[src/design/rsc_pkg.sv]
// ----------------------------------------------------------------------------
// rsc_pkg: shared definitions for the radix string converter
// Holds the register map, character constants, shared types and the
// alphabet lookup function used by the parser, the checker and the top level.
// ----------------------------------------------------------------------------
package rsc_pkg;

  localparam int VALUE_BITS_DEF = 32;
  localparam int MAX_RADIX      = 16;
  localparam int ALPHA_SIZE     = 16;
  localparam int RADIX_W        = 5;
  localparam int DIGIT_W        = 4;
  localparam int DIV_STEP_BITS  = 4;
  localparam int CFG_ADDR_W     = 6;
  localparam int CFG_DATA_W     = 64;
  localparam int REG_SEL_W      = 3;

  localparam logic [RADIX_W-1:0] MIN_RADIX = 5'd2;

  localparam logic [7:0] CHAR_NUL        = 8'h00;
  localparam logic [7:0] CHAR_TAB        = 8'h09;
  localparam logic [7:0] CHAR_CR         = 8'h0D;
  localparam logic [7:0] CHAR_SPACE      = 8'h20;
  localparam logic [7:0] CHAR_PLUS       = 8'h2B;
  localparam logic [7:0] CHAR_MINUS      = 8'h2D;
  localparam logic [7:0] CHAR_PRINT_LOW  = 8'h20;
  localparam logic [7:0] CHAR_PRINT_HIGH = 8'h7E;

  typedef enum logic [REG_SEL_W-1:0] {
    REG_SRC_LOW  = 3'd0,
    REG_SRC_HIGH = 3'd1,
    REG_SRC_RADIX = 3'd2,
    REG_TGT_LOW  = 3'd3,
    REG_TGT_HIGH = 3'd4,
    REG_TGT_RADIX = 3'd5
  } reg_index_t;

  typedef struct packed {
    logic failed;
    logic negative;
  } parse_flags_t;

  function automatic logic [7:0] alpha_char(input logic [63:0] lo, input logic [63:0] hi,
                                            input logic [DIGIT_W-1:0] k);
    logic [127:0] both;
    both = {hi, lo};
    return both[{k, 3'b000} +: 8];
  endfunction

endpackage

[src/design/radix_string_converter.sv]
// A character without the last mark is taken while start is high and busy is low, and busy stays low.
// A last character holds busy while the block checks the alphabets, then divides by the target radix
// once per target digit in the divider, which retires four quotient bits per cycle, then reads
// each digit back from the digit store and puts out one beat per digit.
// Throughput: one character per cycle while parsing; results cannot be stalled.
// Reset: synchronous rst restores the registers to their reset values and idles the block.
// ----------------------------------------------------------------------------
// radix_string_converter: number text radix converter
// Parses a number text in a configured source alphabet and emits it in a
// configured target alphabet, most significant digit first.
// ----------------------------------------------------------------------------
module radix_string_converter #(
  parameter int VALUE_BITS = rsc_pkg::VALUE_BITS_DEF
) (
  input  logic                           clk,
  input  logic                           rst,
  input  logic                           psel,
  input  logic                           penable,
  input  logic                           pwrite,
  input  logic [rsc_pkg::CFG_ADDR_W-1:0] paddr,
  input  logic [rsc_pkg::CFG_DATA_W-1:0] pwdata,
  output logic [rsc_pkg::CFG_DATA_W-1:0] prdata,
  output logic                           pready,
  input  logic                           start,
  output logic                           busy,
  input  logic [7:0]                     in_char,
  input  logic                           in_last,
  output logic                           out_valid,
  output logic [7:0]                     out_char,
  output logic                           out_last,
  output logic                           bad_target
);
  import rsc_pkg::*;

  localparam int DEPTH = VALUE_BITS + 1;
  localparam int AW    = $clog2(DEPTH);
  localparam int NW    = $clog2(DEPTH + 1);

  typedef enum logic [2:0] {
    S_IDLE,
    S_CHECK,
    S_PREP,
    S_DSTART,
    S_DIV,
    S_READ,
    S_EMIT
  } state_t;

  state_t                state;
  logic [63:0]           src_low;
  logic [63:0]           src_high;
  logic [RADIX_W-1:0]    src_radix;
  logic [63:0]           tgt_low;
  logic [63:0]           tgt_high;
  logic [RADIX_W-1:0]    tgt_radix;
  reg_index_t            reg_sel;
  logic                  cfg_we;
  logic                  take;
  logic                  src_ok;
  logic                  tgt_ok_now;
  logic                  tgt_ok;
  parse_flags_t          flags;
  logic [VALUE_BITS-1:0] acc;
  logic [VALUE_BITS-1:0] value_calc;
  logic [VALUE_BITS-1:0] value;
  logic [VALUE_BITS-1:0] mag;
  logic [NW-1:0]         cnt;
  logic [NW-1:0]         cnt_dec;
  logic                  div_start;
  logic [VALUE_BITS-1:0] div_dividend;
  logic [VALUE_BITS-1:0] div_quotient;
  logic [DIGIT_W-1:0]    div_remainder;
  logic                  div_done;
  logic                  div_more;
  logic [DIGIT_W-1:0]    digit_store [DEPTH];
  logic                  mem_we;
  logic                  mem_re;
  logic [DIGIT_W-1:0]    rd_data;

  assign reg_sel = reg_index_t'(paddr[CFG_ADDR_W-1 -: REG_SEL_W]);
  assign cfg_we  = psel && penable && pwrite;
  assign pready  = 1'b1;

  always_ff @(posedge clk) begin
    if (rst) begin
      src_low   <= '0;
      src_high  <= '0;
      src_radix <= RADIX_W'(10);
      tgt_low   <= '0;
      tgt_high  <= '0;
      tgt_radix <= RADIX_W'(10);
    end else if (cfg_we) begin
      case (reg_sel)
        REG_SRC_LOW:   src_low   <= pwdata;
        REG_SRC_HIGH:  src_high  <= pwdata;
        REG_SRC_RADIX: src_radix <= pwdata[RADIX_W-1:0];
        REG_TGT_LOW:   tgt_low   <= pwdata;
        REG_TGT_HIGH:  tgt_high  <= pwdata;
        REG_TGT_RADIX: tgt_radix <= pwdata[RADIX_W-1:0];
        default: begin
        end
      endcase
    end
  end

  always_comb begin
    case (reg_sel)
      REG_SRC_LOW:   prdata = src_low;
      REG_SRC_HIGH:  prdata = src_high;
      REG_SRC_RADIX: prdata = CFG_DATA_W'(src_radix);
      REG_TGT_LOW:   prdata = tgt_low;
      REG_TGT_HIGH:  prdata = tgt_high;
      REG_TGT_RADIX: prdata = CFG_DATA_W'(tgt_radix);
      default:       prdata = '0;
    endcase
  end

  assign busy = (state != S_IDLE);
  assign take = start && !busy;

  rsc_parser #(.VALUE_BITS(VALUE_BITS)) u_parser (
    .clk       (clk),
    .rst       (rst),
    .take      (take),
    .in_char   (in_char),
    .clear     (state == S_CHECK),
    .src_low   (src_low),
    .src_high  (src_high),
    .src_radix (src_radix),
    .flags     (flags),
    .value     (acc)
  );

  rsc_alpha_check u_src_check (
    .alpha_low  (src_low),
    .alpha_high (src_high),
    .radix      (src_radix),
    .valid      (src_ok)
  );

  rsc_alpha_check u_tgt_check (
    .alpha_low  (tgt_low),
    .alpha_high (tgt_high),
    .radix      (tgt_radix),
    .valid      (tgt_ok_now)
  );

  assign value_calc = (!flags.failed && src_ok) ?
                      (flags.negative ? ('0 - acc) : acc) : '0;

  assign div_more     = (div_quotient != '0) && (cnt < NW'(DEPTH - 1));
  assign div_start    = (state == S_DSTART) || (state == S_DIV && div_done && div_more);
  assign div_dividend = (state == S_DIV) ? div_quotient : mag;

  rsc_divider #(.VALUE_BITS(VALUE_BITS)) u_divider (
    .clk       (clk),
    .rst       (rst),
    .start     (div_start),
    .dividend  (div_dividend),
    .divisor   (tgt_radix),
    .quotient  (div_quotient),
    .remainder (div_remainder),
    .done      (div_done)
  );

  assign cnt_dec = cnt - NW'(1);
  assign mem_we  = (state == S_DIV) && div_done;
  assign mem_re  = (state == S_READ);

  always_ff @(posedge clk) begin
    if (mem_we) begin
      digit_store[cnt[AW-1:0]] <= div_remainder;
    end
    if (mem_re) begin
      rd_data <= digit_store[cnt_dec[AW-1:0]];
    end
  end

  always_ff @(posedge clk) begin
    if (rst) begin
      state     <= S_IDLE;
      out_valid <= 1'b0;
    end else begin
      out_valid <= 1'b0;
      case (state)
        S_IDLE: begin
          if (take && in_last) begin
            state <= S_CHECK;
          end
        end
        S_CHECK: begin
          value  <= value_calc;
          tgt_ok <= tgt_ok_now;
          state  <= S_PREP;
        end
        S_PREP: begin
          cnt <= '0;
          if (!tgt_ok) begin
            out_valid <= 1'b1;
            out_last  <= 1'b1;
            if (value != '0) begin
              out_char   <= CHAR_NUL;
              bad_target <= 1'b1;
            end else begin
              out_char   <= tgt_low[7:0];
              bad_target <= 1'b0;
            end
            state <= S_IDLE;
          end else begin
            if (value[VALUE_BITS-1]) begin
              out_valid  <= 1'b1;
              out_char   <= CHAR_MINUS;
              out_last   <= 1'b0;
              bad_target <= 1'b0;
              mag        <= '0 - value;
            end else begin
              mag <= value;
            end
            state <= S_DSTART;
          end
        end
        S_DSTART: begin
          state <= S_DIV;
        end
        S_DIV: begin
          if (div_done) begin
            cnt <= cnt + NW'(1);
            if (!div_more) begin
              state <= S_READ;
            end
          end
        end
        S_READ: begin
          state <= S_EMIT;
        end
        S_EMIT: begin
          out_valid  <= 1'b1;
          out_char   <= alpha_char(tgt_low, tgt_high, rd_data);
          out_last   <= (cnt == NW'(1));
          bad_target <= 1'b0;
          cnt        <= cnt_dec;
          state      <= (cnt == NW'(1)) ? S_IDLE : S_READ;
        end
        default: begin
          state <= S_IDLE;
        end
      endcase
    end
  end

`ifndef ASSERT_OFF
  a_idle_after_last: assert property (@(posedge clk) disable iff (rst)
    $fell(busy) |-> (out_valid && out_last))
    else $error("conversion ended without a final beat");
  a_error_single: assert property (@(posedge clk) disable iff (rst)
    (out_valid && bad_target) |-> out_last)
    else $error("error beat is not the final beat");
  a_more_beats_busy: assert property (@(posedge clk) disable iff (rst)
    (out_valid && !out_last) |-> busy)
    else $error("idle while beats of a conversion remain");
`endif

endmodule

[src/design/rsc_alpha_check.sv]
// ----------------------------------------------------------------------------
// rsc_alpha_check: alphabet validity check
// Flags an alphabet as valid when its radix is in range and every character
// in use is printable, is not a sign, and appears only once.
// ----------------------------------------------------------------------------
module rsc_alpha_check (
  input  logic [63:0]                alpha_low,
  input  logic [63:0]                alpha_high,
  input  logic [rsc_pkg::RADIX_W-1:0] radix,
  output logic                       valid
);
  import rsc_pkg::*;

  always_comb begin
    logic [7:0]            ch [ALPHA_SIZE];
    logic [ALPHA_SIZE-1:0] used;
    logic                  ok;
    ok = (radix >= MIN_RADIX) && (radix <= RADIX_W'(MAX_RADIX));
    for (int i = 0; i < ALPHA_SIZE; i++) begin
      ch[i]   = alpha_char(alpha_low, alpha_high, DIGIT_W'(i));
      used[i] = RADIX_W'(i) < radix;
    end
    for (int i = 0; i < ALPHA_SIZE; i++) begin
      if (used[i] && (ch[i] < CHAR_PRINT_LOW || ch[i] > CHAR_PRINT_HIGH ||
                      ch[i] == CHAR_PLUS || ch[i] == CHAR_MINUS)) begin
        ok = 1'b0;
      end
      for (int j = i + 1; j < ALPHA_SIZE; j++) begin
        if (used[j] && ch[j] == ch[i]) begin
          ok = 1'b0;
        end
      end
    end
    valid = ok;
  end

endmodule

[src/design/rsc_parser.sv]
// ----------------------------------------------------------------------------
// rsc_parser: number text parser and accumulator
// Skips leading whitespace, takes one optional sign and accumulates source
// alphabet digits into a wrapping value, one character per beat.
// ----------------------------------------------------------------------------
module rsc_parser #(
  parameter int VALUE_BITS = rsc_pkg::VALUE_BITS_DEF
) (
  input  logic                        clk,
  input  logic                        rst,
  input  logic                        take,
  input  logic [7:0]                  in_char,
  input  logic                        clear,
  input  logic [63:0]                 src_low,
  input  logic [63:0]                 src_high,
  input  logic [rsc_pkg::RADIX_W-1:0] src_radix,
  output rsc_pkg::parse_flags_t       flags,
  output logic [VALUE_BITS-1:0]       value
);
  import rsc_pkg::*;

  localparam int PW = VALUE_BITS + RADIX_W;

  typedef enum logic [1:0] {
    PH_SPACE,
    PH_DIGITS,
    PH_FAILED
  } phase_t;

  phase_t                phase;
  logic                  negative;
  logic [VALUE_BITS-1:0] acc;
  logic                  found;
  logic [DIGIT_W-1:0]    digit;
  logic                  is_space;
  logic                  is_sign;
  logic [PW-1:0]         prod;
  logic [VALUE_BITS-1:0] acc_next;

  always_comb begin
    found = 1'b0;
    digit = '0;
    for (int i = ALPHA_SIZE - 1; i >= 0; i--) begin
      if (RADIX_W'(i) < src_radix &&
          alpha_char(src_low, src_high, DIGIT_W'(i)) == in_char) begin
        found = 1'b1;
        digit = DIGIT_W'(i);
      end
    end
  end

  assign is_space = (in_char == CHAR_SPACE) || (in_char >= CHAR_TAB && in_char <= CHAR_CR);
  assign is_sign  = (in_char == CHAR_PLUS) || (in_char == CHAR_MINUS);
  assign prod     = PW'(acc) * PW'(src_radix) + PW'(digit);
  assign acc_next = prod[VALUE_BITS-1:0];

  always_ff @(posedge clk) begin
    if (rst || clear) begin
      phase    <= PH_SPACE;
      negative <= 1'b0;
      acc      <= '0;
    end else if (take) begin
      case (phase)
        PH_SPACE: begin
          if (!is_space) begin
            if (is_sign) begin
              phase    <= PH_DIGITS;
              negative <= (in_char == CHAR_MINUS);
            end else if (found) begin
              phase <= PH_DIGITS;
              acc   <= acc_next;
            end else begin
              phase <= PH_FAILED;
            end
          end
        end
        PH_DIGITS: begin
          if (found) begin
            acc <= acc_next;
          end else begin
            phase <= PH_FAILED;
          end
        end
        default: begin
        end
      endcase
    end
  end

  assign flags.failed   = (phase == PH_FAILED);
  assign flags.negative = negative;
  assign value          = acc;

endmodule

[src/design/rsc_divider.sv]
// ----------------------------------------------------------------------------
// rsc_divider: iterative radix divider
// Restoring division of the value by the target radix, four quotient bits
// per cycle, giving the quotient and the digit remainder.
// ----------------------------------------------------------------------------
module rsc_divider #(
  parameter int VALUE_BITS = rsc_pkg::VALUE_BITS_DEF
) (
  input  logic                        clk,
  input  logic                        rst,
  input  logic                        start,
  input  logic [VALUE_BITS-1:0]       dividend,
  input  logic [rsc_pkg::RADIX_W-1:0] divisor,
  output logic [VALUE_BITS-1:0]       quotient,
  output logic [rsc_pkg::DIGIT_W-1:0] remainder,
  output logic                        done
);
  import rsc_pkg::*;

  localparam int STEPS = (VALUE_BITS + DIV_STEP_BITS - 1) / DIV_STEP_BITS;
  localparam int PADW  = STEPS * DIV_STEP_BITS;
  localparam int CW    = $clog2(STEPS + 1);

  logic [PADW-1:0]    shreg;
  logic [DIGIT_W-1:0] rem;
  logic [CW-1:0]      count;
  logic               running;
  logic [PADW-1:0]    shreg_next;
  logic [DIGIT_W-1:0] rem_next;

  always_comb begin
    logic [PADW-1:0]    s;
    logic [DIGIT_W-1:0] r;
    logic [DIGIT_W:0]   t;
    s = shreg;
    r = rem;
    for (int k = 0; k < DIV_STEP_BITS; k++) begin
      t = {r, s[PADW-1]};
      s = {s[PADW-2:0], 1'b0};
      if (t >= divisor) begin
        t    = t - divisor;
        s[0] = 1'b1;
      end
      r = t[DIGIT_W-1:0];
    end
    shreg_next = s;
    rem_next   = r;
  end

  always_ff @(posedge clk) begin
    if (rst) begin
      running <= 1'b0;
      done    <= 1'b0;
      count   <= '0;
    end else begin
      done <= 1'b0;
      if (start) begin
        shreg   <= PADW'(dividend);
        rem     <= '0;
        count   <= CW'(STEPS);
        running <= 1'b1;
      end else if (running) begin
        shreg <= shreg_next;
        rem   <= rem_next;
        count <= count - CW'(1);
        if (count == CW'(1)) begin
          running <= 1'b0;
          done    <= 1'b1;
        end
      end
    end
  end

  assign quotient  = shreg[VALUE_BITS-1:0];
  assign remainder = rem;

`ifndef ASSERT_OFF
  a_no_restart: assert property (@(posedge clk) disable iff (rst) start |-> !running)
    else $error("divider restarted while running");
  a_done_after_run: assert property (@(posedge clk) disable iff (rst)
    done |-> (!running && $past(running)))
    else $error("divider done without a finished run");
  a_count_live: assert property (@(posedge clk) disable iff (rst)
    running |-> (count != '0))
    else $error("divider running with an empty step count");
`endif

endmodule

[config.mk]
export PLATFORM = sky130hd
export DESIGN_NAME = radix_string_converter
export DESIGN_NICKNAME = d
export VERILOG_FILES = /design/src/design/rsc_pkg.sv /design/src/design/radix_string_converter.sv /design/src/design/rsc_alpha_check.sv /design/src/design/rsc_parser.sv /design/src/design/rsc_divider.sv
export SDC_FILE = /design/constraint.sdc
export NUM_CORES = 2
export LEC_CHECK = 0
export BUFFER_PORTS_ARGS = -buffer_cell sky130_fd_sc_hd__clkbuf_2
export CORE_MARGIN = 2
export CORE_UTILIZATION = 35
export CTS_BUF_LIST = sky130_fd_sc_hd__clkbuf_16
export CTS_CLUSTER_SIZE = 8
export DETAILED_ROUTE_END_ITERATION = 6
export HOLD_SLACK_MARGIN = 0.1
export MAX_ROUTING_LAYER = met4
export PLACE_DENSITY_LB_ADDON = 0.25
export SYNTH_ARGS = -nofsm -noshare
export SYNTH_HDL_FRONTEND = slang
export SYNTH_SLANG_ARGS = --single-unit
[constraint.sdc]
create_clock -name clk -period 7.4 [get_ports clk]
set_input_delay 1.48 -clock clk [delete_from_list [all_inputs] [get_ports clk]]
set_output_delay 1.48 -clock clk [all_outputs]
set_load 0.1 [all_outputs]
==> summary by stage <==
Synthesis
The average cell area after synthesis is 8.39 um2. The synthesis-stage register bit count is 564. Of all flip-flops after synthesis, the portion carrying an async set or reset was 0%.

The mapped cell area is 0.0571 mm2. The number of different library cells used by synthesis comes to 80. The Yosys warning count is 0. When the netlist entered floorplanning its net count stood at around 7000.

The dominant register cell in the synthesized netlist is sky130_fd_sc_hd__dfxtp_1. Yosys mapped a number of flops with a built-in enable equal to 253. Synthesis handed over a netlist of around 6800 instances. The post-synthesis sequential area ratio is 24.2%.

Critical path
Walking the worst path, the cells encountered are inv_1, o21ai_0, nand3_1, o41ai_1, nor2_1, o21ai_0, nand3b_1, a211o_1, fa_1, inv_1, ha_1, ha_1, fa_1, a21o_1, a221o_1, a41o_1, o21ai_0, a21boi_0, o21a_1, o21ai_0, nand3b_1, a21oi_1. The kind of critical path is flop to flop. The capturing point of the worst reg2reg path is u_parser.value[20]. In this run the worst setup path begins at src_radix[3]. The kind of start point of the critical path is a flop. The data arrival time of the worst path is 7380 ps.

The most repeated library cell on the critical path is sky130_fd_sc_hd__o21ai_0. The critical path runs through a total of 22 cells. Setup slack on the worst reg-to-reg path comes out at 640 ps. Data on the critical path is required at its endpoint by ~8000 ps.

The maximum fanout encountered on the critical timing path is 18. Counting cells, the worst reg-to-reg path comes to 22. On the critical path the largest part of the delay comes from compound AO/OA/AOI/OAI gates. The cell with the largest stage delay on the worst path is sky130_fd_sc_hd__o21ai_0. The worst register-to-register path begins at src_radix[3]. Counting both buffers and inverters, the worst setup path holds a total of 2. The type of element capturing the critical path is a flop. The most critical setup path has its endpoint at u_parser.value[20]. In this design, the stage delay of the slowest critical-path cell is approximately 1100 ps.

Run status
The checks that failed: design-rule violations. The run finished, with violations left.

Global routing
The number of global-route vias before repair was 51083. The number of antenna violations at the first check in global routing is 16. The global route total overflow is 0. Across every metal layer, demand over resource in global routing totals about a third.

The maximum number of pins on one net before global-route repair is around 190. The wire length of the first global-routing pass is between 300 and 400 mm.

Floorplanning
In this run the standard cell core region covers roughly 0.16 mm2. The starting density of the core is a little over a third. In this run the core area contains 148 standard-cell rows. The floorplan step defined a die boundary enclosing roughly 0.17 mm2. The die span in x is approximately 410 um. The die is slightly above 400 um tall. The number of top-level design ports is between 150 and 200.

CTS
The root buffer selected by CTS is sky130_fd_sc_hd__clkbuf_16. The depth of the CTS H-tree is 3. Clock tree synthesis inserted a total of 81 buffers. The number of clock sinks is 564. The buffers inserted during post-CTS setup optimization is 0. The number of buffers inserted by hold repair at cts is 0. The clock passes through at most 3 buffers. The clock reaches the later pin of the worst-skew pair after approximately 700 ps. TritonCTS built the clock tree.

After clock tree synthesis, the clock-pin slew on the worst setup and hold paths is approximately 60 ps.

Routing
In the final routed layout, each cell accounts on average for between 30 and 40 um. The DRC violation count after routing is 21. The detailed router finished its first iteration with about 7500 violations.

Detailed routing inserted a total of about 54000 vias. The total routed wirelength is between 200 and 300 mm. The mean number of vias per cell is just over 6.

The pre-antenna-repair detailed-routing pass consisted of 7 iterations. In this run the remaining antenna-violating nets after routing total 0.

Finish
Cells with a size suffix above 1 make up 11.7% of the layout. The layout overhead on the synthesized area is 10.0%. The final-layout fill cell count is ~17000. The number of nets in the finished design is between 6000 and 7000.

STA
The number of endpoints with negative hold slack in the final report is 0. For the final database, setup skew stands at 35.7 ps. The minimum setup slack in the final design is 642 ps.

For the pin with the worst max-slew slack, the measured transition is between 1000 and 1500 ps. For this run, the top clock speed supported by timing is around 150 MHz. The worst relative slew slack is between 10% and 20%. The final count of pins violating max slew is 0. The ratio of final minimum period to clock period is between 90% and 100%. The shortest period the worst path allows is about 6800 ps. In the final timing run, aggregate negative setup slack is 0 ps. Setup repair after global routing left no endpoint under its margin.

The final count of negative-setup-slack endpoints is 0.

Power and ir drop
The worst voltage drop across the vdd grid is approximately 0.19 mV. The power per cell area is between 100 and 150 mW/mm2. The leakage component of the power is 0.0263 uW. The total power after layout is 7850 uW.

Placed design
OpenSTA, run right after detailed placement, puts the worst setup slack at approximately 290 ps. The count of input and output buffers is about 160. The detailed-placement wirelength estimate is 175 mm. Routability-driven placement finished with a final weighted congestion of 1.09.

Min path
The kind of path behind the tightest hold check is flop to flop.

Flow run
Max-cap violations in this run came to 0.
==> per-layer routing <==
metal,vias to the layer above,track usage (%),routed length [um]
li1,22721,-,-
met1,26311,39.6,104000
met2,3789,44.5,109000
met3,1126,12.1,37100
met4,0,18.8,19400
met5,-,-,0
==> synthesized netlist by cell type (8+ instances only) <==
cell,number,share of area [%]
sky130_fd_sc_hd__xnor2_1,1213,19
sky130_fd_sc_hd__xor2_1,938,14
sky130_fd_sc_hd__nand2_1,793,5.2
sky130_fd_sc_hd__a21oi_1,346,3.0
sky130_fd_sc_hd__clkbuf_1,345,2.3
sky130_fd_sc_hd__nand4_1,324,3.6
sky130_fd_sc_hd__dfxtp_1,311,11
sky130_fd_sc_hd__buf_1,305,2.0
sky130_fd_sc_hd__nor4_1,255,2.8
sky130_fd_sc_hd__edfxtp_1,253,13
sky130_fd_sc_hd__nor2_1,246,1.6
sky130_fd_sc_hd__inv_1,144,0.95
sky130_fd_sc_hd__buf_2,138,1.2
sky130_fd_sc_hd__a22oi_1,137,1.8
sky130_fd_sc_hd__fa_1,90,3.2
sky130_fd_sc_hd__ha_1,89,2.0
sky130_fd_sc_hd__o21ai_0,87,0.76
sky130_fd_sc_hd__nor3_1,85,0.75
sky130_fd_sc_hd__mux4_2,82,3.2
sky130_fd_sc_hd__and2_1,67,0.73
sky130_fd_sc_hd__nand3_1,53,0.46
sky130_fd_sc_hd__o31ai_1,50,0.66
sky130_fd_sc_hd__mux2i_1,49,0.86
sky130_fd_sc_hd__a31oi_1,38,0.42
sky130_fd_sc_hd__mux2_2,37,0.73
sky130_fd_sc_hd__nor4b_1,29,0.44
sky130_fd_sc_hd__a21o_1,24,0.32
sky130_fd_sc_hd__o22ai_1,22,0.24
sky130_fd_sc_hd__a211oi_1,21,0.28
sky130_fd_sc_hd__or3_1,19,0.21
sky130_fd_sc_hd__or4_1,15,0.20
sky130_fd_sc_hd__a311oi_1,14,0.21
sky130_fd_sc_hd__o41ai_1,14,0.21
sky130_fd_sc_hd__nand2b_1,10,0.11
sky130_fd_sc_hd__nand3b_1,10,0.13
sky130_fd_sc_hd__nor2b_1,10,0.11
sky130_fd_sc_hd__nor3b_1,10,0.13
sky130_fd_sc_hd__a211o_1,9,0.14
sky130_fd_sc_hd__and3_1,9,0.099
sky130_fd_sc_hd__o21a_1,8,0.11
==> worst register-to-register path, cell delays in order, from the launching register on <==
cell and delay (ps):
sky130_fd_sc_hd__dfxtp_2 680, sky130_fd_sc_hd__inv_1 300, sky130_fd_sc_hd__o21ai_0 1060, sky130_fd_sc_hd__nand3_1 250, sky130_fd_sc_hd__o41ai_1 200, sky130_fd_sc_hd__nor2_1 70, sky130_fd_sc_hd__o21ai_0 160, sky130_fd_sc_hd__nand3b_1 120
sky130_fd_sc_hd__a211o_1 410, sky130_fd_sc_hd__fa_1 580, sky130_fd_sc_hd__inv_1 40, sky130_fd_sc_hd__ha_1 180, sky130_fd_sc_hd__ha_1 230, sky130_fd_sc_hd__fa_1 470, sky130_fd_sc_hd__a21o_1 210, sky130_fd_sc_hd__a221o_1 330
sky130_fd_sc_hd__a41o_1 300, sky130_fd_sc_hd__o21ai_0 320, sky130_fd_sc_hd__a21boi_0 170, sky130_fd_sc_hd__o21a_1 200, sky130_fd_sc_hd__o21ai_0 140, sky130_fd_sc_hd__nand3b_1 90, sky130_fd_sc_hd__a21oi_1 160
==> worst min-delay path by stage <==
| stage | from | slack [ps] | depth (start not counted) | end |
|---|---|---|---|---|
| after floorplan | u_parser.phase[1] | 460 | 2 | u_parser.phase[1] |
| after global placement | tgt_low[35] | 440 | 2 | tgt_low[35] |
| after detailed placement | tgt_low[56] | 450 | 2 | tgt_low[56] |
| after CTS | tgt_low[56] | 450 | 2 | tgt_low[56] |
| after global routing | tgt_low[57] | 470 | 2 | tgt_low[57] |
| final | tgt_low[38] | 460 | 2 | tgt_low[38] |
==> where the power goes <==
group	switching [uW]	internal [uW]	total, uW
clock network	1510	2010	3530
registers	38.7	3290	3330
logic	653	339	992
total	2200	5640	7850
==> final cells by class <==
type | instances | area, um2 | share of cell area (%)
tap | 2175 | 2720 | 4.33
sequential | 564 | 13800 | 22.0
clock inverter | 47 | 354 | 0.564
inverter | 145 | 544 | 0.866
multi-input combinational | 5307 | 39700 | 63.1
clock buffer | 81 | 2030 | 3.23
timing repair buffer | 522 | 3650 | 5.81
antenna | 15 | 37.5 | 0.0597
==> what timing repair did <==
item / 4_1_cts / 5_1_grt
endpoints found under the setup margin: 0 / 1
gates resized for setup: 0 / 2
hold endpoints to repair: 0 / 0
==> cells in the final DEF, fill, tap and decap left out, drive strengths merged, types with 15 or more instances in the layout <==
master and n:
o31ai 50, or4 18, and2 67, nor3 85
xor2 938, a211oi 21, o22ai 22, xnor2 1213
diode 15, a21o 24, ha 89, mux4 82
inv 183, nand2 793, buf 366, mux2 37
clkbuf 237, a22oi 137, mux2i 49, nand4 324
nor4b 29, edfxtp 253, nand3 53, fa 90
or3 21, a21oi 346, nor2 246, o21ai 87
nor4 256, a31oi 39, dfxtp 311
==> state kept, by name, indices dropped and copies added (netlist names), 2 cells and up <==
| register | count |
|---|---|
| cnt | 6 |
| digit_store | 132 |
| mag | 32 |
| out_char | 8 |
| rd_data | 4 |
| src_high | 64 |
| src_low | 64 |
| src_radix | 5 |
| state | 3 |
| tgt_high | 64 |
| tgt_low | 64 |
| tgt_radix | 5 |
| u_divider.count | 4 |
| u_divider.quotient | 32 |
| u_divider.remainder | 4 |
| u_parser.phase | 2 |
| u_parser.value | 32 |
| value | 32 |
==> cells by family (layout without fill, tap and decap cells) <==
group | Yosys count | in the layout | share of synthesized area, %
AO/OA/AOI/OAI | 845 | 845 | 9.34
XOR/XNOR | 2151 | 2151 | 33.0
adder cells (fa/ha/maj) | 180 | 180 | 5.12
buffers and inverters | 935 | 795 | 6.46
flip-flops | 564 | 564 | 24.2
multiplexers | 168 | 168 | 4.82
other | 1 | 16 | 0.00657
AND/OR/NAND/NOR | 1962 | 1962 | 17.0
==> per-stage QoR <==
| step | std cells | hold slack (ps) | utilization [%] | area, um2 |
|---|---|---|---|---|
| floorplan | 6806 | 464 | - | 57100 |
| global placement | 8713 | 443 | 37.2 | 60400 |
| detailed placement | 8713 | 447 | 37.2 | 60400 |
| CTS | 8841 | 454 | 38.7 | 62800 |
| global route | 8853 | 473 | 38.7 | 62800 |
| finish | 8856 | 456 | 38.7 | 62800 |
Power figures use the tool's default switching activity.
